`src/rtl/core/hct_pkg.sv`:
```
// Shared types and constants for the handheld console timer core.
// No dependencies; imported by hct_step and handheld_console_timer_core.
`default_nettype none

package hct_pkg;

  localparam int unsigned CounterW = 14;
  localparam int unsigned TimerW   = 8;

  localparam logic [CounterW-1:0] COUNTER_RESET = 14'd1;
  localparam logic [TimerW-1:0]   TIMER_MAX     = 8'hFF;

  // Counter bit watched for each rate select code.
  localparam int unsigned BIT_RATE_256 = 7;
  localparam int unsigned BIT_RATE_4   = 1;
  localparam int unsigned BIT_RATE_64  = 5;
  localparam int unsigned BIT_RATE_16  = 3;

  typedef enum logic [1:0] {
    RATE_256 = 2'd0,
    RATE_4   = 2'd1,
    RATE_64  = 2'd2,
    RATE_16  = 2'd3
  } rate_sel_t;

  typedef struct packed {
    logic [CounterW-1:0] tick_counter;
    logic [TimerW-1:0]   timer_count;
    logic                last_edge;
    logic                reload_pending;
  } timer_state_t;

  typedef struct packed {
    logic        div_reset;
    logic [2:0]  timer_control;
    logic [7:0]  timer_modulo;
    logic        timer_write_en;
    logic [7:0]  timer_write_value;
  } tick_item_t;

  typedef struct packed {
    logic [7:0] divider_value;
    logic [7:0] timer_value;
    logic       interrupt_request;
  } tick_result_t;

endpackage

`default_nettype wire

```
`src/rtl/core/hct_step.sv`:
```
// Combinational next-state logic for one machine tick of the timer.
// Depends on hct_pkg for the state, item and result types.
`default_nettype none

module hct_step import hct_pkg::*; (
  input  timer_state_t state_cur,
  input  tick_item_t   item,
  input  logic         color_mode,
  output timer_state_t state_nxt,
  output tick_result_t result
);

  logic [CounterW-1:0] counter_inc;
  logic [TimerW-1:0]   timer_wr;
  logic [TimerW-1:0]   timer_ld;
  logic [TimerW-1:0]   timer_fin;
  logic                pending_fin;
  logic                irq;
  logic                enable;
  logic                rate_bit;
  logic                edge_sig;
  logic                fall;

  assign enable      = item.timer_control[2];
  assign counter_inc = item.div_reset ? '0 : state_cur.tick_counter + CounterW'(1);
  assign timer_wr    = item.timer_write_en ? item.timer_write_value : state_cur.timer_count;
  assign irq         = state_cur.reload_pending;
  assign timer_ld    = irq ? item.timer_modulo : timer_wr;

  always_comb begin
    unique case (rate_sel_t'(item.timer_control[1:0]))
      RATE_256: rate_bit = counter_inc[BIT_RATE_256];
      RATE_4:   rate_bit = counter_inc[BIT_RATE_4];
      RATE_64:  rate_bit = counter_inc[BIT_RATE_64];
      RATE_16:  rate_bit = counter_inc[BIT_RATE_16];
      default:  rate_bit = 1'b0;
    endcase
  end

  assign edge_sig = color_mode ? rate_bit : (rate_bit & enable);
  assign fall     = state_cur.last_edge & ~edge_sig & (~color_mode | enable);

  always_comb begin
    timer_fin   = timer_ld;
    pending_fin = 1'b0;
    if (fall) begin
      if (timer_ld == TIMER_MAX) begin
        timer_fin   = '0;
        pending_fin = 1'b1;
      end else begin
        timer_fin = timer_ld + TimerW'(1);
      end
    end
  end

  assign state_nxt.tick_counter   = counter_inc;
  assign state_nxt.timer_count    = timer_fin;
  assign state_nxt.last_edge      = edge_sig;
  assign state_nxt.reload_pending = pending_fin;

  assign result.divider_value     = counter_inc[CounterW-1:CounterW-8];
  assign result.timer_value       = timer_fin;
  assign result.interrupt_request = irq;

endmodule

`default_nettype wire

```
`src/rtl/core/handheld_console_timer_core.sv`:
```
// Top level of the handheld console timer: input register, tick logic, result register.
// Depends on hct_pkg and hct_step.
`default_nettype none

// One tick is accepted every clock while in_stall is low and gives exactly
// one result. A tick is captured in the input register, evaluated against
// the timer state by combinational logic and written to the result register,
// from which its result is offered. in_stall rises only while the input
// register holds a tick and the result register is full and stalled.
// color_mode is written through cfg_wr_en and cfg_wr_data and must be
// changed only while the block is idle.
module handheld_console_timer_core import hct_pkg::*; (
  input  wire logic       clk,
  input  wire logic       rst_n,
  input  wire logic       cfg_wr_en,
  input  wire logic       cfg_wr_data,
  input  wire logic       in_valid,
  output logic            in_stall,
  input  wire logic       in_div_reset,
  input  wire logic [2:0] in_timer_control,
  input  wire logic [7:0] in_timer_modulo,
  input  wire logic       in_timer_write_en,
  input  wire logic [7:0] in_timer_write_value,
  output logic            out_valid,
  input  wire logic       out_stall,
  output logic [7:0]      out_divider_value,
  output logic [7:0]      out_timer_value,
  output logic            out_interrupt_request
);

  logic         color_mode_r;
  logic         in_v_r;
  tick_item_t   item_r;
  logic         out_v_r;
  tick_result_t result_r;
  timer_state_t state_r;
  timer_state_t state_nxt;
  tick_result_t result_nxt;
  logic         adv;
  logic         fire;

  assign adv      = ~out_v_r | ~out_stall;
  assign fire     = in_v_r & adv;
  assign in_stall = in_v_r & ~adv;

  always_ff @(posedge clk) begin
    if (!rst_n) begin
      color_mode_r <= 1'b0;
    end else if (cfg_wr_en) begin
      color_mode_r <= cfg_wr_data;
    end
  end

  always_ff @(posedge clk) begin
    if (!rst_n) begin
      in_v_r <= 1'b0;
    end else if (!in_stall) begin
      in_v_r <= in_valid;
    end
  end

  always_ff @(posedge clk) begin
    if (!in_stall) begin
      item_r.div_reset         <= in_div_reset;
      item_r.timer_control     <= in_timer_control;
      item_r.timer_modulo      <= in_timer_modulo;
      item_r.timer_write_en    <= in_timer_write_en;
      item_r.timer_write_value <= in_timer_write_value;
    end
  end

  hct_step u_step (
    .state_cur  (state_r),
    .item       (item_r),
    .color_mode (color_mode_r),
    .state_nxt  (state_nxt),
    .result     (result_nxt)
  );

  always_ff @(posedge clk) begin
    if (!rst_n) begin
      state_r.tick_counter   <= COUNTER_RESET;
      state_r.timer_count    <= '0;
      state_r.last_edge      <= 1'b0;
      state_r.reload_pending <= 1'b0;
    end else if (fire) begin
      state_r <= state_nxt;
    end
  end

  always_ff @(posedge clk) begin
    if (!rst_n) begin
      out_v_r <= 1'b0;
    end else if (adv) begin
      out_v_r <= in_v_r;
    end
  end

  always_ff @(posedge clk) begin
    if (fire) begin
      result_r <= result_nxt;
    end
  end

  assign out_valid             = out_v_r;
  assign out_divider_value     = result_r.divider_value;
  assign out_timer_value       = result_r.timer_value;
  assign out_interrupt_request = result_r.interrupt_request;

  // A pending reload always shows up as an interrupt on the next result.
  a_irq_follows_pending: assert property (@(posedge clk) disable iff (!rst_n)
    fire && state_r.reload_pending |=> out_interrupt_request)
    else $error("reload pending did not produce an interrupt");

  // No interrupt without a pending reload.
  a_no_spurious_irq: assert property (@(posedge clk) disable iff (!rst_n)
    fire && !state_r.reload_pending |=> !out_interrupt_request)
    else $error("interrupt raised without a pending reload");

  // The result register mirrors the state that the tick left behind.
  a_result_matches_state: assert property (@(posedge clk) disable iff (!rst_n)
    fire |=> out_valid && out_divider_value == state_r.tick_counter[CounterW-1:CounterW-8]
             && out_timer_value == state_r.timer_count)
    else $error("result does not match updated state");

  // A divider reset leaves the counter at zero.
  a_div_reset_clears: assert property (@(posedge clk) disable iff (!rst_n)
    fire && item_r.div_reset |=> state_r.tick_counter == '0)
    else $error("divider reset did not clear the counter");

  // A held tick in the input register is not dropped while the output is blocked.
  a_hold_input: assert property (@(posedge clk) disable iff (!rst_n)
    in_v_r && !adv |=> in_v_r && $stable(state_r))
    else $error("input tick lost or state changed while stalled");

endmodule

`default_nettype wire
```
`config.mk`:
```
export PLATFORM = sky130hd
export DESIGN_NAME = handheld_console_timer_core
export DESIGN_NICKNAME = d
export VERILOG_FILES = /design/src/rtl/core/hct_pkg.sv /design/src/rtl/core/hct_step.sv /design/src/rtl/core/handheld_console_timer_core.sv
export SDC_FILE = /design/constraint.sdc
export NUM_CORES = 1
export LEC_CHECK = 0
export BUFFER_PORTS_ARGS = -buffer_cell sky130_fd_sc_hd__buf_2
export CAP_MARGIN = 30
export CORE_UTILIZATION = 56
export CTS_BUF_LIST = sky130_fd_sc_hd__clkbuf_4 sky130_fd_sc_hd__clkbuf_8 sky130_fd_sc_hd__clkbuf_16
export CTS_CLUSTER_DIAMETER = 200
export DETAILED_ROUTE_END_ITERATION = 16
export HOLD_SLACK_MARGIN = 0.02
export PLACE_DENSITY = 0.87
export SYNTH_ARGS = -nofsm -noshare
export SYNTH_HDL_FRONTEND = slang
export SYNTH_SLANG_ARGS = --single-unit
```
`constraint.sdc`:
```
create_clock -name clk -period 2.87 [get_ports clk]
set_input_delay 0.4305 -clock clk [delete_from_list [all_inputs] [get_ports clk]]
set_output_delay 0.4305 -clock clk [all_outputs]
set_load 0.02 [all_outputs]
```
After elaboration in Yosys (flattened, before gate mapping)
Cells that the tools add are included.
- bits in registers: 65
- bits of input ports: 27
- output and inout port bits: 19
- logic and storage cells: 43
- add/sub/neg operators: 2
- equality and inequality tests: 4
- mux-type cells: 9
- bitwise gates (word level): 12
- reduce and logical (&&, ||, !) cells: 1
- operators with widths (cell ; count):
    8-bit 2-to-1 mux ; 4
    14-bit by 1-bit adder with 14-bit output, second input constant ; 1
    14-bit 2-to-1 mux ; 1
    8-bit by 1-bit adder with 8-bit output, second input constant ; 1
    8-bit equality test, second input constant ; 1
    1-bit bitwise AND ; 5
    1-bit inverter ; 5
    2-bit equality test, second input constant ; 2
    1-bit one-hot mux with 4 select lines ; 1
    1-bit 2-to-1 mux ; 3
    2-bit by 1-bit equality test with 1-bit output, second input constant ; 1
    2-bit zero test ; 1
    1-bit OR ; 2

Logic depth before layout (Yosys ltp)
Gate-level depths: netlist (run 1).
- depth in word-level cells: 9
- mapped depth: 11
- gate-level depth less buffers: 9

Hierarchy
Synthesis (run 1) repeated with hierarchy kept, for this count alone.
- cells, all modules: 292
- area total of the unflattened synthesis: 3179.3 µm²
- modules (own cells, without submodules) (module ; times used ; cells each ; area each (µm²) ; sequential area each (µm²)):
    handheld_console_timer_core ; 1 ; 154 ; 2243.4 ; 1681.6
    hct_step ; 1 ; 138 ; 935.9 ; 0.0

Least setup slack after synthesis (run 1)
OpenSTA, ideal clock, no wires.
- kind: register to register
- from: register state_r[0] (netlist name)
- to: register result_r, in the netlist out_timer_value[0] (data pin)
- library setup time: 256 ps
- arrival: 1934 ps
- required time: 2614 ps
- setup slack: 680 ps
- cell stages (with the launch flop): 12
- path through: dfxtp_1 > buf_2 > buf_2 > nand2_1 > o21ai_1 > ha_1 > inv_1 > nor3_1 > and3_1 > nor4b_1 > a21oi_1 > inv_1
- RTL lines (element ; line ; RTL):
    start, declared ; handheld_console_timer_core.sv:36 ; timer_state_t state_r;
    start signal, assigned ; handheld_console_timer_core.sv:87 ; state_r <= state_nxt;
    end signal, assigned ; handheld_console_timer_core.sv:101 ; result_r <= result_nxt;
    end, declared ; handheld_console_timer_core.sv:35 ; tick_result_t result_r;

==> out/qor.csv, run 1 <==
stage,metric,value,unit
cts,path_clk_slew,0.07,ns
worst_setup_path,path_common_cell,inv_1,
sta,period_needed,2.36,ns
power,p_int,1.63,mW
power,power_density,611,mW/mm^2
sta,max-slew-margin-rel,0.591,
synth,synth_area,0.00289,mm^2
cts,cts.sinks,65,
synth,synth_enable_flop_cells,38,
cts,root_buffer,clkbuf_8,
worst_setup_path,worstPathArrival,2.46,ns
synth,synth_area_per_cell,11.0,um^2
place,place.gp.congestion,0.871,
cts,post_cts_buffers,0,
floorplanning,die_width,73.8,um
floorplanning,ios,46,
sta,report.final.slew_viol_count,0,
floorplanning,die_area,0.00545,mm^2
layout,nets,340,
power,p_comb_frac,0.073,
synth,synth_fp_nets,291,
worst_setup_path,reg2reg_depth,10,
detailed_routing,vias_per_cell,5.33,
detailed_routing,wl_per_cell,13.2,um
worst_setup_path,critical-path-max-stage-delay,0.58,ns
worst_setup_path,worst_setup_path_end_kind,register,
grt,grt-ovfl-total,0,
cts,cts_tree,yes,
place,port_buffers,45,
detailed_routing,routed_wl,5060,um
cts,cts_max_path_buffers,2,
grt,grt_start_max_net_pins,29,
worst_setup_path,worstPathRequired,2.97,ns
grt,track_usage,0.206,
layout,n_fill_cell,364,
sta,fin_hold_ws,0.256,ns
worst_setup_path,path_cells,mux2i_1 > o21ai_1 > ha_1 > inv_1 > nor3_1 > buf_4 > and3_1 > nor4b_1 > a21oi_1 > inv_1,
power,p_seq_frac,0.507,
grt,grt_pass1_vias,1794,
cts,cts_resized,0,
sta,finalSetupViolations,0,
layout,layout_commonest_cell,buf_2,
sta,tightest_slew,0.613,ns
grt,grt_pass1_wl,8030,um
sta,setup_tns,0,ns
sta,fin_crit_sh,0.823,
synth,synthArstFlopShare,0,
worst_setup_path,cp.buffers_inverters,3,
detailed_routing,route.vias.total,2043,
worst_setup_path,cp.depth,10,
place,dp_hpwl,3340,um
floorplanning,chipHeight,73.8,um
power,power.leakage,1.30,nW
worst_setup_path,crit_type,reg2reg,
synth,synth_ff_type,edfxtp_1,
floorplanning,fp-row-count,25,
power,ir_drop,527,uV
power,switching_power,0.451,mW
place,placed_cell_area,0.00317,mm^2
sta,rsz0062_at_grt,false,
synth,post_synth_inst_count,262,
worst_setup_path,reg2reg_to,out_timer_value[0],
worst_setup_path,crit_path_end,out_timer_value[0],
layout,area_growth,17.8,%
job,maxCapViolations,0,
worst_setup_path,rrSetupSlack,0.51,ns
grt,antenna_found_initial,0,
hold_path,hp-class,in2reg,
worst_setup_path,cp_max_fo,8,
detailed_routing,ant_nets,0,
detailed_routing,drt-pass1-iter-count,4,
worst_setup_path,cpLargestDelayFamily,flip-flops,
layout,seqCellArea,0.00168,mm^2
cts,cts_hold_buffers,0,
synth,synth_cell_type_count,45,
cts,cts_buffers,9,
cts,h-tree-depth,3,
detailed_routing,drt-initial-drc-count,102,
cts,clk-insertion-delay-late,0.34,ns
floorplanning,core,0.00485,mm^2
sta,finalHoldViolCount,0,
worst_setup_path,reg2reg_from,item_r[8],
floorplanning,initial_core_util,0.596,
layout,drive_gt1_frac,0.241,
worst_setup_path,slowest_stage,edfxtp_1,
synth,synth_seq_cells,65,
power,swShare,0.217,
layout,multiInputGateArea,0.00113,mm^2
power,power_frac_clock,0.420,
worst_setup_path,start_kind,register,
detailed_routing,drc,0,
synth,ys_seq_area_frac,0.582,
worst_setup_path,startpoint,item_r[8],
sta,fin_skew,0.00556,ns
layout,final_area,0.00340,mm^2
outcome,status,"complete, no violations",
layout,final_cell_mix,"45 x buf_2, 39 x nand2_1, 38 x edfxtp_1",
synth,yosys_warnings,0,
layout,antennaDiodeCount,0,
sta,clock.fmax,0.423,GHz
## worst min-delay path by stage
stage	start	to	slack (ns)	depth (start not counted)
floorplan	state_r[0]	out_interrupt_request	0.40	0
global placement	state_r[20]	state_r[20]	0.46	2
detailed placement	state_r[3]	state_r[3]	0.48	2
CTS	in_timer_write_value[6]	item_r[6]	0.24	1
global route	in_timer_write_value[5]	item_r[5]	0.24	1
finish	in_timer_write_value[6]	item_r[6]	0.26	1
## flip-flops by register name, indices dropped and copies added, names as in the netlist
register and cells:
out_interrupt_request 1, out_valid 1, color_mode_r 1, out_timer_value 8
out_divider_value 8, in_v_r 1, item_r 21, state_r 24
## synth_stat cells, drive strengths merged (6+ instances only)
master	number	area, um^2
nand2	39	146
edfxtp	38	1140
dfxtp	27	541
o21ai	22	110
a21oi	11	55.1
mux2i	10	100
a21boi	9	67.6
nand3	9	60.1
nor2	9	33.8
nor2b	8	50.1
xor2	8	77.6
clkbuf	7	26.3
and3	6	37.5
nor3	6	30.0
## power groups by stage
stage                     registers [mW]  logic, mW  clock network [mW]
after floorplan                     1.08     0.0908                   0
after global placement              1.07      0.145                   0
after detailed placement            1.07      0.151                   0
after CTS                           1.05      0.151               0.890
after global routing                1.06      0.166               0.923
final                               1.05      0.151               0.872
## metal layers
metal | GRT usage | part of all wire | up-vias
li1 | - | - | 1033
met1 | 0.258 | 0.47 | 935
met2 | 0.313 | 0.45 | 65
met3 | 0.0700 | 0.058 | 10
met4 | 0.115 | 0.024 | 0
met5 | 0 | 0 | -
## cells by family (layout without fill, tap and decap cells)
group,after synthesis,in the layout,synth area share
XOR/XNOR,11,11,0.0359
buffers and inverters,17,71,0.0282
adder cells (fa/ha/maj),2,2,0.00866
AO/OA/AOI/OAI,56,56,0.125
flip-flops,65,65,0.582
multiplexers,13,13,0.0476
AND/OR/NAND/NOR,98,98,0.173
## worst reg2reg max path, stage by stage, from the launching register on
cell and delay [ns]:
edfxtp_1 0.58, mux2i_1 0.19, o21ai_1 0.25, ha_1 0.22, inv_1 0.05, nor3_1 0.17
buf_4 0.16, and3_1 0.20, nor4b_1 0.06, a21oi_1 0.16, inv_1 0.06
## per-stage QoR
stage          worst slack, ns  std cells  utilization  power (mW)
2_1_floorplan            0.680        262            -        1.17
3_3_place_gp             0.613        367        0.654        1.22
3_5_place_dp             0.537        367        0.654        1.22
4_1_cts                  0.520        383        0.702        2.10
5_1_grt                  0.268        383        0.702        2.15
6_report                 0.507        383        0.702        2.08
## area by class of cell
type	count	share of cell area
sequential	65	0.494
clock buffer	11	0.0445
inverter	5	0.00552
clock inverter	5	0.0228
multi-input combinational	180	0.331
timing repair buffer	50	0.0772
tap	67	0.0246
Note: power is estimated with default switching activity, not from simulation.
==> run 2, diff against run 1 <==
==> constraint.sdc (replaced) <==
create_clock -name clk -period 2.4 [get_ports clk]
set_input_delay 0.36 -clock clk [delete_from_list [all_inputs] [get_ports clk]]
set_output_delay 0.36 -clock clk [all_outputs]
set_load 0.02 [all_outputs]
==> run 2 against run 1 <==
  * Core utilization increased by 0.28 points
  * Sequential share of layout area down 0.16 points
  * Combinational power up 30%
  * Via count rose by 0.54%
  * Final cell count grew 0.78%
  * Clock skew up 0.0037 ns
  * Critical path depth decreased by 2
  * Wire length rose by 1.1%
  * First-iteration DRC count decreased by 9.8%
  * Hold slack worse by 0.065 ns
==> out/qor.csv, run 2 (synthesized netlist as in run 1, its figures left out) <==
stage,metric,value,unit,change
cts,clk-insertion-delay-late,0.34,ns,about the same
place,dp_hpwl,3500,um,was 3340 um
worst_setup_path,slowest_stage,nor3_1,,was edfxtp_1
sta,rsz0062_at_grt,false,,unchanged
place,placed_cells,368,,was 367
sta,fin_crit_sh,0.922,,was 0.823
worst_setup_path,worstPathRequired,2.49,ns,was 2.97 ns
sta,fin_hold_ws,0.191,ns,was 0.256 ns
hold_path,whs_path_depth,1,,unchanged
floorplanning,die_area,0.00545,mm^2,unchanged
worst_setup_path,reg2reg_depth,8,,was 10
grt,grt_pass1_wl,8090,um,was 8030 um
cts,h-tree-depth,3,,unchanged
cts,cts_max_path_buffers,2,,unchanged
outcome,status,"complete, no violations",,unchanged
floorplanning,fp-row-count,25,,unchanged
cts,path_clk_slew,0.07,ns,about the same
detailed_routing,route.vias.total,2054,,was 2043
cts,cts_hold_buffers,0,,unchanged
sta,period_needed,2.21,ns,was 2.36 ns
layout,area_growth,18.2,%,was 17.8%
layout,reg.largest.list,"state_r: 24 flops, item_r: 21 flops",,unchanged
detailed_routing,vias_per_cell,5.32,,was 5.33
floorplanning,die_width,73.8,um,unchanged
place,port_buffers,45,,unchanged
worst_setup_path,critical-path-max-stage-delay,0.47,ns,was 0.58 ns
cts,cts_tree,yes,,unchanged
layout,antennaDiodeCount,0,,unchanged
worst_setup_path,startpoint,item_r[8],,unchanged
worst_setup_path,start_kind,register,,unchanged
floorplanning,ios,46,,unchanged
worst_setup_path,crit_type,reg2reg,,unchanged
grt,grt_pass1_vias,1868,,was 1794
place,place.gp.congestion,0.841,,was 0.871
detailed_routing,highest_layer,met4,,unchanged
detailed_routing,drt-initial-drc-count,92,,was 102
worst_setup_path,reg2reg_from,item_r[8],,unchanged
layout,final_cell_count_no_fill,386,,was 383
sta,setup_tns,0,ns,unchanged
layout,largest_reg_flops,24,,unchanged
power,power.leakage,1.31,nW,was 1.30 nW
sta,finalSetupViolations,0,,unchanged
sta,max-slew-margin-rel,0.634,,was 0.591
sta,clock.fmax,0.452,GHz,was 0.423 GHz
power,ir_drop,539,uV,was 527 uV
cts,cts_buffers,9,,unchanged
floorplanning,chipHeight,73.8,um,unchanged
layout,regMostFlops,state_r,,unchanged
worst_setup_path,cp_max_fo,5,,was 8
power,power_density,685,mW/mm^2,was 611 mW/mm^2
sta,fin_skew,0.00925,ns,was 0.00556 ns
layout,layout_commonest_cell,buf_2,,unchanged
grt,antenna_found_initial,0,,unchanged
cts,cts.sinks,65,,unchanged
worst_setup_path,worst_setup_path_end_kind,register,,unchanged
detailed_routing,wl_met3,313,um,was 292 um
detailed_routing,routed_wl,5110,um,was 5060 um
sta,finalHoldViolCount,0,,unchanged
floorplanning,initial_core_util,0.596,,unchanged
detailed_routing,wl_met2,2400,um,was 2250 um
grt,track_usage,0.213,,was 0.206
layout,n_fill_cell,358,,was 364
hold_path,hold_start,in_timer_modulo[5],,was in_timer_write_value[6]
detailed_routing,wl_met1,2240,um,was 2390 um
sta,tightest_slew,0.549,ns,was 0.613 ns
layout,final_cell_mix,"45 x buf_2, 39 x nand2_1, 38 x edfxtp_1",,unchanged
job,maxCapViolations,0,,unchanged
detailed_routing,ant_nets,0,,unchanged
detailed_routing,drt-pass1-iter-count,5,,was 4
cts,root_buffer,clkbuf_8,,unchanged
detailed_routing,drc,0,,unchanged
floorplanning,core,0.00485,mm^2,unchanged
hold_path,hp-class,in2reg,,unchanged
layout,nets,343,,was 340
sta,report.final.slew_viol_count,0,,unchanged
layout,drive_gt1_frac,0.260,,was 0.241
worst_setup_path,worstPathArrival,2.30,ns,was 2.46 ns
detailed_routing,wl_per_cell,13.2,um,about the same
grt,grt-ovfl-total,0,,unchanged
grt,grt_start_max_net_pins,34,,was 29
worst_setup_path,path_cells,buf_4 > mux2i_1 > o21ai_1 > nand2_1 > nor3_1 > nand4_1 > xnor2_1 > nor2_1,,was mux2i_1 > o21ai_1 > ha_1 > inv_1 > nor3_1 > buf_4 > and3_1 > nor4b_1 > a21oi_1 > inv_1
## run 2: cell types whose count changed in the layout (fill, tap and decap cells not counted), sizes merged
cell | previous run | this run
buf | 50 | 53
bufinv | 2 | 1
clkbuf | 11 | 12
clkinv | 2 | 3
clkinvlp | 1 | 0
## run 2: power breakdown
group	leakage (nW)	internal (mW)	total (mW)	switching (mW)
sequential	0.598	1.23	1.25	0.0206
clock	0.104	0.509	0.891	0.382
combinational	0.607	0.0806	0.197	0.116
## run 2: final timing paths
check / to / slack, ns
worst max-delay path: out_timer_value[5] / 0.19
worst min-delay path: item_r[14] / 0.19
worst max register to register: out_timer_value[5] / 0.19
worst min register to register: state_r[22] / 0.49
## run 2: what timing repair did
item                       CTS  global route
setup endpoints to repair    0            13
resized for setup            0             4
buffers inserted             0             2
## run 2: final cells by class
type | instances | area, um^2 | area share
Clock buffer | 12 | 146 | 0.0429
Clock inverter | 4 | 45.0 | 0.0132
Inverter | 5 | 18.8 | 0.00549
Multi-Input combinational cell | 180 | 1140 | 0.334
Sequential cell | 65 | 1680 | 0.493
Tap cell | 67 | 83.8 | 0.0245
Timing Repair Buffer | 53 | 298 | 0.0872
## run 2: through the flow
step	total power, mW	utilization	cell area (um^2)	setup slack (ns)
final	2.34	0.705	3420	0.188
after global routing	2.43	0.705	3420	0.0187
after CTS	2.35	0.698	3380	0.0518
after detailed placement	1.47	0.659	3190	0.0669
after global placement	1.46	0.659	3190	0.180
after floorplan	1.40	-	2890	0.210
## run 2: critical path, delay by kind of cell (launching register included)
kind | cells | cell delay [ns]
AND/OR/NAND/NOR | 4 | 0.80
flip-flops | 1 | 0.38
XOR/XNOR | 1 | 0.28
AO/OA/AOI/OAI | 1 | 0.22
buffers and inverters | 1 | 0.16
multiplexers | 1 | 0.11
## run 2: layer usage
metal / vias up / global-route usage
met1: 927 / 0.263
met3: 15 / 0.0672
met2: 73 / 0.311
met4: 0 / 0.158
met5: - / 0
li1: 1039 / -
